[src/hw/rtl/npc_pkg.sv]
// Shared types and constants for the nearest palette color search.
// Used by npc_cell, npc_dist and nearest_palette_color; no dependencies.
`default_nettype none

package npc_pkg;

    // One packed RGB888 palette entry: red in 23:16, green in 15:8, blue in 7:0.
    localparam int COLOR_W = 24;
    localparam int CHAN_W  = 8;

    // Largest squared distance is 3 * 255 * 255, which fits in 18 bits.
    localparam int DIST_W = 18;

    // Width of the palette size register and of the result index.
    localparam int SIZE_W  = 9;
    localparam int MATCH_W = 8;

    // Operation codes carried by an input transaction.
    localparam logic OP_LOAD   = 1'b0;
    localparam logic OP_LOOKUP = 1'b1;

    // Search sequencer states.
    typedef enum logic [1:0] {
        ST_IDLE,
        ST_SCAN,
        ST_FINISH
    } npc_state_t;

    // Controls from the sequencer to the distance unit.
    typedef struct packed {
        logic clear;   // start of a new search: reset the running best
        logic sample;  // the entry at the head of the ring is inside the search range
    } npc_scan_t;

endpackage

`default_nettype wire

[src/hw/rtl/npc_cell.sv]
// One palette cell of the entry ring: holds a single RGB888 entry.
// Depends on npc_pkg for the entry width.
`default_nettype none

module npc_cell #(
    parameter int CELL_ID = 0
) (
    input  wire logic                        clk,
    input  wire logic                        rst_n,
    input  wire logic                        shift,
    input  wire logic                        load,
    input  wire logic [npc_pkg::MATCH_W-1:0] load_index,
    input  wire logic [npc_pkg::COLOR_W-1:0] load_color,
    input  wire logic [npc_pkg::COLOR_W-1:0] next_color,
    output logic      [npc_pkg::COLOR_W-1:0] color
);
    import npc_pkg::*;

    // Only cells that an 8-bit load index can reach are ever loaded.
    localparam logic REACHABLE = (CELL_ID < (1 << MATCH_W));

    logic               hit;
    logic [COLOR_W-1:0] color_reg;
    logic [COLOR_W-1:0] color_next;

    assign hit = REACHABLE && (load_index == MATCH_W'(CELL_ID));

    // Rotate with the ring during a search, otherwise take a load aimed here.
    always_comb
    begin
        color_next = color_reg;
        if (shift)
        begin
            color_next = next_color;
        end
        else if (load && hit)
        begin
            color_next = load_color;
        end
    end

    // Entries come out of reset as black.
    always_ff @(posedge clk or negedge rst_n)
    begin
        if (!rst_n)
        begin
            color_reg <= '0;
        end
        else
        begin
            color_reg <= color_next;
        end
    end

    assign color = color_reg;

endmodule

`default_nettype wire

[config.mk]
export PLATFORM = sky130hd
export DESIGN_NAME = npc_cell
export DESIGN_NICKNAME = d
export VERILOG_FILES = /design/src/hw/rtl/npc_pkg.sv /design/src/hw/rtl/npc_cell.sv
export SDC_FILE = /design/constraint.sdc
export NUM_CORES = 1
export LEC_CHECK = 0
export BUFFER_PORTS_ARGS = -buffer_cell sky130_fd_sc_hd__buf_4
export CORE_ASPECT_RATIO = 1.25
export CORE_UTILIZATION = 42
export CTS_CLUSTER_DIAMETER = 40
export DETAILED_ROUTE_END_ITERATION = 7
export PLACE_DENSITY = 0.87
export SETUP_SLACK_MARGIN = 0.1
export SYNTH_ARGS = -nofsm -noshare
export SYNTH_HDL_FRONTEND = slang
export SYNTH_SLANG_ARGS = --single-unit
[constraint.sdc]
create_clock -name clk -period 0.8 [get_ports clk]
set_input_delay 0 -clock clk [delete_from_list [all_inputs] [get_ports clk]]
set_output_delay 0 -clock clk [all_outputs]
set_load 0.005 [all_outputs]
==> results.cfg <==
[synthesis]
ys_ff_latch = 24
yosysTopAreaCellShare = 0.354
seq_area_frac_synth = 0.354
synth-main-ff-cell = dfrtp_1
yosys_warnings = 0
synth_area_leaders = dfrtp_1 (35%), o31ai_2 (15%), nor4b_1 (12%), a31oi_1 (8.8%), nor2b_1 (8.8%)
synth-edff-count = 0
synth-async-reset-ratio = 1.00
synth_area_um2 = 1700
yosysTopAreaCell = dfrtp_1
synth_common_cells = a21oi_1 (24), a31oi_1 (24), dfrtp_1 (24), nor2b_1 (24), nor4b_1 (24)
synth.distinct_cells = 16
syn_area_per_cell_um2 = 9.64
synth_nets = 236
synth_cells = 176

[cells_and_area]
design_area_um2 = 2890
fillers = 240
drive_gt1_frac = 0.496
final_nets = 344
fin_cells = 336
num_antenna_cells = 0
largest_reg_flops = 24
area.growth.synth_to_final_pct = 70.3

[placement]
io_buffer_count = 83
hpwl_mm = 3.53
gp_congestion = 0.805
placed_cell_area_um2 = 2430
post-place-cells = 302

[worst_hold_path]
hold_class = in2reg
hp-start = next_color[17]

[pwr]
peakVddDrop_uv = 582
power.total_mw = 3.41
power_density_nw_per_um2 = 1180
leakagePower_nw = 1.18

[worst_setup_path]
max_stage_delay_ps = 540
required_ps = 950
cp_max_fo = 24
crit_start = load_index[4]
rr_startpoint = color[7]$_DFFE_PN0P_
startpoint_type = input port
arrival_ps = 1140
end_kind = register
path_cells = buf_6, or4b_4, buf_12, o31ai_2, a21oi_1
cp_slowest_cell = or4b_4
ff2ff_setup_slack_ps = -10
worstSetupPathType = in2reg

[die]
io_pins = 84
coreArea_um2 = 3820
die_x_um = 58.8
initial_core_util = 0.445
dieArea_um2 = 4300
rows = 25
die_height_um = 73.1

[clocking]
h-tree-depth = 1
cts_tree = yes
cts-root-buf = clkbuf_8
cts_buffers = 3
clk_pin_slew_worst_paths_ps = 90
cts_num_sinks = 24
insertion_delay_ps = 270
cts_buffer_depth = 2

[job]
cap_violations = 0

[detailed_routing]
routed_wl_mm = 6.10
antenna_left = 0
first_pass_iters = 4
via_count = 1996
drt_iter0_markers = 220
drc = 0
viasPerCell = 5.94
wl_per_cell_um = 18.2

[timing]
max_freq_mhz = 1010
hold_ws_ps = -3.22
post-route-period-util = 1.24
layout_setup_ws_ps = -192
final.min_clock_period_ps = 992
hold_violations = 1
clock_skew_ps = 0
rsz0062_at_grt = yes
finalSetupViolCount = 39
worst_slew_pin_slew_ps = 453
maxSlewHeadroom = 0.694
maxSlewViolCount = 0

[global_routing]
grt_remaining_overflow = 0
antenna_found_initial = 0
first_global_vias = 1921
track_usage = 0.283
grt_max_degree = 36
grt_pass1_wl_mm = 9.18

[outcome]
status = complete, but fails checks
violations = negative hold slack, negative setup slack
[stage by stage]
stage               hold WS (ps)   util  setup TNS [ps]  setup slack, ps
finish                     -3.22  0.757           -3890             -192
global route                22.2  0.757           -4910             -230
CTS                        0.436  0.746           -3580             -164
detailed placement         -83.6  0.636          -10850             -476
global placement           -85.4  0.636          -10280             -448
floorplan                   -296      -           -8530             -378
[area by class of cell]
cell class / instances / area, um2 / share of cell area
Multi-Input combinational cell: 125 / 988 / 0.342
Tap cell: 54 / 67.6 / 0.0234
Sequential cell: 24 / 601 / 0.208
Clock buffer: 3 / 41.3 / 0.0143
Timing Repair Buffer: 130 / 1190 / 0.412
[placed cells by master (no fill, tap or decap)]
master and n:
buf_4 79, buf_6 26, nor4b_1 24, a31oi_1 24, nor2b_1 24, dfrtp_1 24, o31ai_2 23, a21oi_1 23
dlygate4sd3_1 20, buf_12 4, clkbuf_8 3, or3_4 1, or2_1 1, or4b_4 1, nor2_1 1, nor4b_4 1
o31ai_1 1, a21oi_2 1, clkbuf_16 1
[where the power goes]
group          internal (mW)  switching [mW]  total [mW]  leakage, nW
registers               1.32           0.103        1.43        0.267
clock network          0.338           0.399       0.737       0.0216
logic                  0.758           0.495        1.25        0.890
[routing by layer]
metal	wire length (um)	share of wire	GRT usage	up-vias
met3	484	0.079	0.0319	17
li1	-	-	-	889
met1	2310	0.38	0.348	966
met4	200	0.033	0.130	0
met2	3110	0.51	0.490	124
met5	0	0	0	-
[kinds of logic (layout without fill, tap and decap cells)]
family,after synthesis,after routing,synth area share
AND/OR/NAND/NOR,53,53,0.237
flip-flops,24,24,0.354
buffers and inverters,27,133,0.0848
AO/OA/AOI/OAI,72,72,0.324
[worst max-delay path: cells and delay by family]
family | cells | cell delay, ps
buffers and inverters | 2 | 280
and+or+nand+nor | 1 | 540
AOI/OAI and AO/OA | 2 | 320
[what timing repair did]
item	4_1_cts	5_1_grt
pin swaps	0	0
endpoints found under the hold margin	43	0
cloned	0	1
hold buffers	20	0
setup buffers	10	0
endpoints found under the setup margin	48	48
resized for setup	27	4
[final timing paths]
check,endpoint,cells past startpoint
max,color[21]$_DFFE_PN0P_,5
min,color[17]$_DFFE_PN0P_,3
max reg2reg,color[7]$_DFFE_PN0P_,3
min reg2reg,color[2]$_DFFE_PN0P_,2
max in group asynchronous,color[15]$_DFFE_PN0P_,2
min in group asynchronous,color[16]$_DFFE_PN0P_,2
(Power assumes the default switching activity.)
