### config.mk
export PLATFORM = sky130hd
export DESIGN_NAME = npc_dist
export DESIGN_NICKNAME = d
export VERILOG_FILES = /design/src/hw/rtl/npc_pkg.sv /design/src/hw/rtl/npc_dist.sv
export SDC_FILE = /design/constraint.sdc
export NUM_CORES = 1
export LEC_CHECK = 0
export BUFFER_PORTS_ARGS = -buffer_cell sky130_fd_sc_hd__buf_2
export CORE_UTILIZATION = 55
export CTS_BUF_LIST = sky130_fd_sc_hd__clkbuf_2
export DETAILED_ROUTE_END_ITERATION = 8
export GPL_TIMING_DRIVEN = 0
export PLACE_DENSITY_LB_ADDON = 0.12
export SYNTH_ARGS = -nofsm -noshare
export SYNTH_HDL_FRONTEND = slang
export SYNTH_SLANG_ARGS = --single-unit
### constraint.sdc
create_clock -name clk -period 5.2 [get_ports clk]
set_input_delay 0.26 -clock clk [delete_from_list [all_inputs] [get_ports clk]]
set_output_delay 0.26 -clock clk [all_outputs]
set_load 0.01 [all_outputs]
### src/hw/rtl/npc_pkg.sv
// Shared types and constants for the nearest palette color search.
// Used by npc_cell, npc_dist and nearest_palette_color; no dependencies.
`default_nettype none

package npc_pkg;

    // One packed RGB888 palette entry: red in 23:16, green in 15:8, blue in 7:0.
    localparam int COLOR_W = 24;
    localparam int CHAN_W  = 8;

    // Largest squared distance is 3 * 255 * 255, which fits in 18 bits.
    localparam int DIST_W = 18;

    // Width of the palette size register and of the result index.
    localparam int SIZE_W  = 9;
    localparam int MATCH_W = 8;

    // Operation codes carried by an input transaction.
    localparam logic OP_LOAD   = 1'b0;
    localparam logic OP_LOOKUP = 1'b1;

    // Search sequencer states.
    typedef enum logic [1:0] {
        ST_IDLE,
        ST_SCAN,
        ST_FINISH
    } npc_state_t;

    // Controls from the sequencer to the distance unit.
    typedef struct packed {
        logic clear;   // start of a new search: reset the running best
        logic sample;  // the entry at the head of the ring is inside the search range
    } npc_scan_t;

endpackage

`default_nettype wire

### src/hw/rtl/npc_dist.sv
// Distance unit at the head of the entry ring: squared RGB distance, then a
// running minimum with the lowest index kept on ties. Depends on npc_pkg.
`default_nettype none

module npc_dist #(
    parameter int IDX_W = 8
) (
    input  wire logic                        clk,
    input  wire logic                        rst_n,
    input  wire npc_pkg::npc_scan_t          scan,
    input  wire logic [IDX_W-1:0]            sample_idx,
    input  wire logic [npc_pkg::CHAN_W-1:0]  pix_red,
    input  wire logic [npc_pkg::CHAN_W-1:0]  pix_green,
    input  wire logic [npc_pkg::CHAN_W-1:0]  pix_blue,
    input  wire logic [npc_pkg::COLOR_W-1:0] entry_color,
    output logic      [IDX_W-1:0]            best_idx
);
    import npc_pkg::*;

    logic [CHAN_W-1:0]   ent_red;
    logic [CHAN_W-1:0]   ent_green;
    logic [CHAN_W-1:0]   ent_blue;
    logic [CHAN_W-1:0]   diff_red;
    logic [CHAN_W-1:0]   diff_green;
    logic [CHAN_W-1:0]   diff_blue;
    logic [DIST_W-1:0]   dist_calc;

    logic [DIST_W-1:0]   dist_reg;
    logic [IDX_W-1:0]    dist_idx_reg;
    logic                dist_vld_reg;
    logic [DIST_W-1:0]   best_dist_reg;
    logic [DIST_W-1:0]   best_dist_next;
    logic [IDX_W-1:0]    best_idx_reg;
    logic [IDX_W-1:0]    best_idx_next;

    assign ent_red   = entry_color[23:16];
    assign ent_green = entry_color[15:8];
    assign ent_blue  = entry_color[7:0];

    // Absolute channel differences.
    assign diff_red   = (pix_red   > ent_red)   ? pix_red   - ent_red   : ent_red   - pix_red;
    assign diff_green = (pix_green > ent_green) ? pix_green - ent_green : ent_green - pix_green;
    assign diff_blue  = (pix_blue  > ent_blue)  ? pix_blue  - ent_blue  : ent_blue  - pix_blue;

    // Sum of the three squares; the differences are widened before squaring.
    assign dist_calc = (DIST_W'(diff_red) * DIST_W'(diff_red))
                     + (DIST_W'(diff_green) * DIST_W'(diff_green))
                     + (DIST_W'(diff_blue) * DIST_W'(diff_blue));

    // First stage: register the distance with its entry index.
    always_ff @(posedge clk or negedge rst_n)
    begin
        if (!rst_n)
        begin
            dist_vld_reg <= 1'b0;
        end
        else
        begin
            dist_vld_reg <= scan.sample;
        end
    end

    always_ff @(posedge clk)
    begin
        dist_reg     <= dist_calc;
        dist_idx_reg <= sample_idx;
    end

    // Second stage: strict compare, so an equal distance keeps the earlier index.
    always_comb
    begin
        best_dist_next = best_dist_reg;
        best_idx_next  = best_idx_reg;
        if (scan.clear)
        begin
            best_dist_next = '1;
            best_idx_next  = '0;
        end
        else if (dist_vld_reg && (dist_reg < best_dist_reg))
        begin
            best_dist_next = dist_reg;
            best_idx_next  = dist_idx_reg;
        end
    end

    always_ff @(posedge clk)
    begin
        best_dist_reg <= best_dist_next;
        best_idx_reg  <= best_idx_next;
    end

    assign best_idx = best_idx_reg;

endmodule

`default_nettype wire

==> flow_metrics.py, run 1 <==
metrics = {
    "status": {
        "status": "complete, but fails checks",
        "failed_checks": "setup timing",
    },
    "routing": {
        "totalWireLength_mm": 19.4,
        "drt-met1-wl_mm": 8.58,
        "top_layer": "met4",
        "drt-pass1-iter-count": 4,
        "drtIter0Drc": 359,
        "via_per_inst": 5.01,
        "drc_errors": 0,
        "wl_met2_mm": 9.88,
        "route.met3.wl_um": 755,
        "route.vias.total": 7004,
        "ant_nets": 0,
        "drt-wirelength-per-cell_um": 13.9,
    },
    "synthesis": {
        "synth_fa_ha_area_frac": 0.489,
        "synthMuxAreaShare": 0.0294,
        "syn_area_per_cell_um2": 8.97,
        "synth_top_family_by_area": "adder cells",
        "synthXorXnorAreaFrac": 0.0395,
        "synthFlopType": "dfxtp_1",
        "ys_seq_elements": 53,
        "synth.yosys.warnings": 0,
        "syn_nets": 1362,
        "syn-cell-area_mm2": 0.00920,
        "synth-simple-area-share": 0.0944,
        "synth_edf_count": 0,
        "synth-seq-area-share": 0.116,
        "synth_cell_types": 57,
        "synthCells": 1025,
        "async_reset_ff_frac": 0.0189,
        "synth-compound-area-share": 0.107,
    },
    "layout": {
        "final_layout_size_suffix_gt1_frac": 0.267,
        "stdcell_area_mm2": 0.0116,
        "nets": 1519,
        "area_delta_synth_final_pct": 25.8,
        "diodes": 0,
    },
    "setup_path": {
        "cp.required_ns": 5.57,
        "cp-start-kind": "input port",
        "slowest_delay_ns": 0.56,
        "startpoint": "pix_red[0]",
        "reg2reg_from": "best_dist_reg[7]",
        "cpMostUsedCell": "fa_1",
        "crit_path_end_kind": "flop",
        "path_class": "in -> reg",
        "cp_slowest_cell": "fa_1",
        "crit_arrival_ns": 7.31,
        "crit_fanout": 5,
    },
    "placed_design": {
        "place.gp.congestion": 0.815,
        "postPlaceCellArea_mm2": 0.0102,
        "place_hpwl_mm": 15.4,
        "io_buffers": 66,
    },
    "sta": {
        "worstMarginPinSlew_ns": 0.727,
        "period_share": 1.33,
        "hold_viol_final": 0,
        "fmax_ghz": 0.144,
        "fin_worst_skew_ns": 0.0263,
        "setup_viol": 14,
        "fin_hold_ws_ns": 0.0747,
        "setup_ws_ns": -1.74,
        "max_slew_margin": 0.505,
        "report.final.slew_viol_count": 0,
        "fin_crit_ns": 6.94,
        "rsz0062_at_grt": "yes",
    },
    "global_route": {
        "grt_pass1_vias": 7298,
        "grt_pass1_wl_mm": 33.5,
        "antenna_found_initial": 0,
        "overflow": 0,
        "grt_max_degree": 19,
        "grt_use_total": 0.237,
    },
    "floorplan": {
        "core_mm2": 0.0161,
        "die_y_um": 131,
        "rows": 46,
        "start_util": 0.571,
        "die_x_um": 131,
        "ios": 68,
        "dieArea_mm2": 0.0172,
    },
    "clocking": {
        "root_buffer": "clkbuf_2",
        "htree_num_levels": 2,
        "clock_sinks": 53,
        "worstSkewPairLatency_ns": 0.45,
        "cts_buffers": 5,
        "clockBufferDepth": 2,
        "cts_tree": "built",
        "clk_pin_slew_ns": 0.26,
    },
    "run": {
        "maxCapViolCount": 0,
    },
    "hold_path": {
        "worstHoldPathType": "in -> async",
    },
}
## cell usage in the layout, fill, tap and decap left out, types with 6 or more instances in the layout
cell type,n
nand4_1,9
nor2_1,96
ha_1,112
mux2i_1,17
clkbuf_1,7
buf_6,20
a211o_1,18
o21ai_0,10
nor2b_1,7
a21o_1,22
dfxtp_1,52
nand2_1,25
inv_1,248
fa_2,12
ha_4,25
fa_1,126
dlygate4sd3_1,10
xnor2_2,9
nand2b_1,9
inv_2,23
a21oi_4,7
xor2_1,8
xnor2_1,12
o21bai_1,6
a21oi_2,10
buf_2,64
nand2b_4,8
a21oi_1,27
buf_4,68
## worst paths after layout
check,end,slack (ns),cells past startpoint
min in group clk,best_dist_reg[0],0.28,3
max in group asynchronous,dist_vld_reg,5.05,2
hold / removal,dist_vld_reg,0.07,2
setup / recovery,dist_reg[17],-1.74,32
hold reg to reg,best_dist_reg[8],0.48,1
setup reg to reg,best_dist_reg[16],2.49,10
## cell type report
class                   instances  area [um^2]
multi-input cells             674         7870
fillers                      1284         4550
repair buffers                154         1110
flip-flops and latches         53         1070
inverters                     275         1060
well taps                     216          270
plain buffers                  19          141
clock buffers                   5         25.0
clock inverters                 3         25.0
## synth_stat cells, types with 15 or more instances
cell type  instances  area [um^2]
inv_1            272         1020
ha_1             139         1740
fa_1             138         2760
nor2_1           102          383
dfxtp_1           52         1040
a21oi_1           41          205
mux2i_1           27          270
nand2_1           26         97.6
a21o_1            22          165
xnor2_1           19          166
a211o_1           18          158
nand2b_1          17          106
o21ai_0           16         80.1
xor2_1            15          131
## worst max-delay path, delay by kind of cell
| kind | cells | cell delay, ns |
|---|---|---|
| adders and majority gates | 10 | 4.18 |
| AOI/OAI and AO/OA | 6 | 1.06 |
| buffers and inverters | 11 | 0.88 |
| and+or+nand+nor | 2 | 0.35 |
| xor gates and xnor gates | 2 | 0.34 |
| muxes | 1 | 0.19 |
## cells by family after synthesis
kind of cell | Yosys count
buffers and inverters | 298
adder cells (fa/ha/maj) | 277
AND/OR/NAND/NOR | 190
AO/OA/AOI/OAI | 142
flip-flops | 53
XOR/XNOR | 38
multiplexers | 27
## routing by layer
metal | global-route usage | vias to the layer above
met5 | 0 | -
met3 | 0.0247 | 12
met2 | 0.426 | 106
met1 | 0.315 | 3410
li1 | - | 3476
met4 | 0.0297 | 0
## through the flow
stage / TNS [ns] / setup WS, ns / util / std cells
4_1_cts: -17.89 / -1.77 / 0.696 / 1382
5_1_grt: -21.31 / -1.98 / 0.718 / 1399
3_5_place_dp: -31.40 / -2.70 / 0.630 / 1307
3_3_place_gp: -30.87 / -2.67 / 0.630 / 1307
6_report: -18.37 / -1.74 / 0.718 / 1399
2_1_floorplan: -19.21 / -1.78 / - / 1025
## what timing repair did
action                                 in CTS  in global routing
endpoints found under the hold margin      10                  0
gates resized for setup                    91                 50
cloned                                      1                  0
pin swaps                                  65                 54
hold buffers                               10                  0
setup endpoints to repair                  15                 15
buffers inserted                           64                 22
Power of run 1 is not shown: default switching activity piles up to over one toggle a cycle in this logic, so the estimate is an artifact.
==> inputs of run 2 (changes only) <==
--- a/config.mk
+++ b/config.mk
@@ -5,10 +5,10 @@
 export SDC_FILE = /design/constraint.sdc
 export NUM_CORES = 1
 export LEC_CHECK = 0
-export BUFFER_PORTS_ARGS = -buffer_cell sky130_fd_sc_hd__buf_2
 export CORE_UTILIZATION = 55
 export CTS_BUF_LIST = sky130_fd_sc_hd__clkbuf_2
 export DETAILED_ROUTE_END_ITERATION = 8
+export DONT_BUFFER_PORTS = 1
 export GPL_TIMING_DRIVEN = 0
 export PLACE_DENSITY_LB_ADDON = 0.12
 export SYNTH_ARGS = -nofsm -noshare
==> flow_metrics.py, run 2 (synthesis results as in run 1) <==
metrics = {
    "routing": {
        "drt-pass1-iter-count": 5,
        "via_per_inst": 5.10,
        "drt-wirelength-per-cell_um": 14.4,
        "drt-met1-wl_mm": 8.95,
        "top_layer": "met4",
        "drtIter0Drc": 286,
        "drc_errors": 0,
        "wl_met2_mm": 9.71,
        "totalWireLength_mm": 19.3,
        "route.met3.wl_um": 532,
        "ant_nets": 0,
        "route.vias.total": 6866,
    },
    "global_route": {
        "grt_pass1_wl_mm": 32.9,
        "antenna_found_initial": 0,
        "grt_pass1_vias": 7082,
        "overflow": 0,
        "grt_use_total": 0.234,
        "grt_max_degree": 19,
    },
    "setup_path": {
        "r2r_end": "best_dist_reg[16]",
        "reg2reg_from": "best_dist_reg[7]",
        "r2r_slack_ns": 2.47,
        "crit_path_end_kind": "flop",
        "cp-start-kind": "input port",
        "path_class": "in -> reg",
        "rr_worst_depth": 10,
        "cp.required_ns": 5.59,
        "crit_arrival_ns": 7.26,
        "crit_fanout": 5,
    },
    "placed_design": {
        "io_buffers": 0,
        "place.gp.congestion": 0.806,
        "pre_cts_slack_ns": -2.60,
        "place_hpwl_mm": 14.9,
    },
    "sta": {
        "max_slew_margin": 0.602,
        "setup_ws_ns": -1.67,
        "period_share": 1.32,
        "fmax_ghz": 0.146,
        "setup_viol": 14,
        "rsz0062_at_grt": "yes",
        "worstMarginPinSlew_ns": 0.591,
        "fin_crit_ns": 6.87,
        "hold_viol_final": 0,
        "report.final.slew_viol_count": 0,
        "fin_worst_skew_ns": 0.0133,
    },
    "floorplan": {
        "die_y_um": 131,
        "rows": 46,
        "ios": 68,
        "die_x_um": 131,
        "start_util": 0.571,
        "core_mm2": 0.0161,
        "dieArea_mm2": 0.0172,
    },
    "clocking": {
        "htree_num_levels": 2,
        "cts_buffers": 5,
        "worstSkewPairLatency_ns": 0.45,
        "clockBufferDepth": 2,
        "root_buffer": "clkbuf_2",
        "cts_tree": "built",
        "clk_pin_slew_ns": 0.27,
        "clock_sinks": 53,
    },
    "layout": {
        "area_delta_synth_final_pct": 22.1,
        "final_layout_size_suffix_gt1_frac": 0.234,
        "mostFrequentLayoutCells": "inv_1 (246), fa_1 (126), ha_1 (112)",
        "diodes": 0,
        "nets": 1465,
        "final_common_cell": "inv_1",
    },
    "run": {
        "maxCapViolCount": 0,
    },
    "hold_path": {
        "whs_path_depth": 3,
        "whs_endpoint": "dist_reg[0]",
        "worstHoldPathType": "in -> reg",
        "min-delay-start": "entry_color[8]",
    },
    "status": {
        "failed_checks": "setup timing",
        "status": "complete, but fails checks",
    },
}
==> run 2: cell count changes in the layout (fill, tap and decap cells not counted), sizes merged <==
| cell | delta |
|---|---|
| inv | +1 |
| clkbuf | +3 |
| buf | -58 |
| dlygate4sd3 | +1 |
| clkinv | -1 |
==> run 2: cell type report <==
cell class                      count  area [um^2]
Buffer                             20          151
Clock buffer                        5         25.0
Clock inverter                      3         25.0
Fill cell                        1281         4890
Inverter                          275         1080
Multi-Input combinational cell    674         7820
Sequential cell                    53         1070
Tap cell                          216          270
Timing Repair Buffer               99          795
==> run 2: worst max-delay path, stage by stage <==
cell and delay [ns]:
inv_12 0.03, ha_4 0.13, inv_2 0.04, fa_2 0.36
nand3_2 0.10, a21oi_2 0.06, o31a_1 0.35, buf_6 0.15
buf_4 0.13, mux2i_2 0.15, xnor2_2 0.33, nand2b_1 0.18
fa_2 0.47, fa_1 0.58, fa_1 0.45, fa_1 0.50
fa_1 0.49, inv_1 0.05, fa_1 0.52, fa_1 0.45
ha_4 0.28, nor2b_1 0.13, o21a_1 0.21, o21ai_2 0.20
a21oi_2 0.11, a211o_1 0.29, a21oi_2 0.13, xnor2_1 0.14
==> run 2: repair_timing <==
action                                  4_1_cts  5_1_grt
pin swaps                                    62       45
endpoints found under the hold margin        10        0
endpoints found under the setup margin       15       14
gates resized for setup                     105       22
gates cloned                                  1        0
buffers inserted                             76       13
hold buffers                                 11        0
==> run 2: layer usage <==
| layer | track usage | vias up |
|---|---|---|
| met2 | 0.410 | 111 |
| met3 | 0.0154 | 15 |
| met1 | 0.326 | 3362 |
| li1 | - | 3378 |
| met5 | 0 | - |
| met4 | 0.0291 | 0 |
==> run 2: how the worst max path moves through the flow <==
stage	startpoint	end	slack, ns	cells past startpoint
after CTS	pix_blue[0]	dist_reg[17]	-1.54	33
after global placement	pix_blue[3]	dist_reg[15]	-2.54	26
after detailed placement	pix_blue[0]	dist_reg[15]	-2.60	28
after global routing	pix_red[0]	dist_reg[16]	-1.87	31
final	pix_red[0]	dist_reg[17]	-1.67	28
after floorplan	pix_blue[0]	dist_reg[16]	-1.78	29
==> run 2: metrics by stage <==
| stage | setup TNS, ns | cells | hold WS (ns) | area, um^2 | util |
|---|---|---|---|---|---|
| after floorplan | -19.21 | 1025 | -0.0356 | 9550 | - |
| after global placement | -29.05 | 1241 | -0.0356 | 9820 | 0.609 |
| after detailed placement | -29.31 | 1241 | -0.0356 | 9820 | 0.609 |
| after CTS | -14.75 | 1334 | 0.133 | 11100 | 0.686 |
| after global routing | -19.63 | 1345 | 0.0979 | 11200 | 0.697 |
| final | -17.35 | 1345 | 0.150 | 11200 | 0.697 |
Power of run 2 is left out for the same reason.
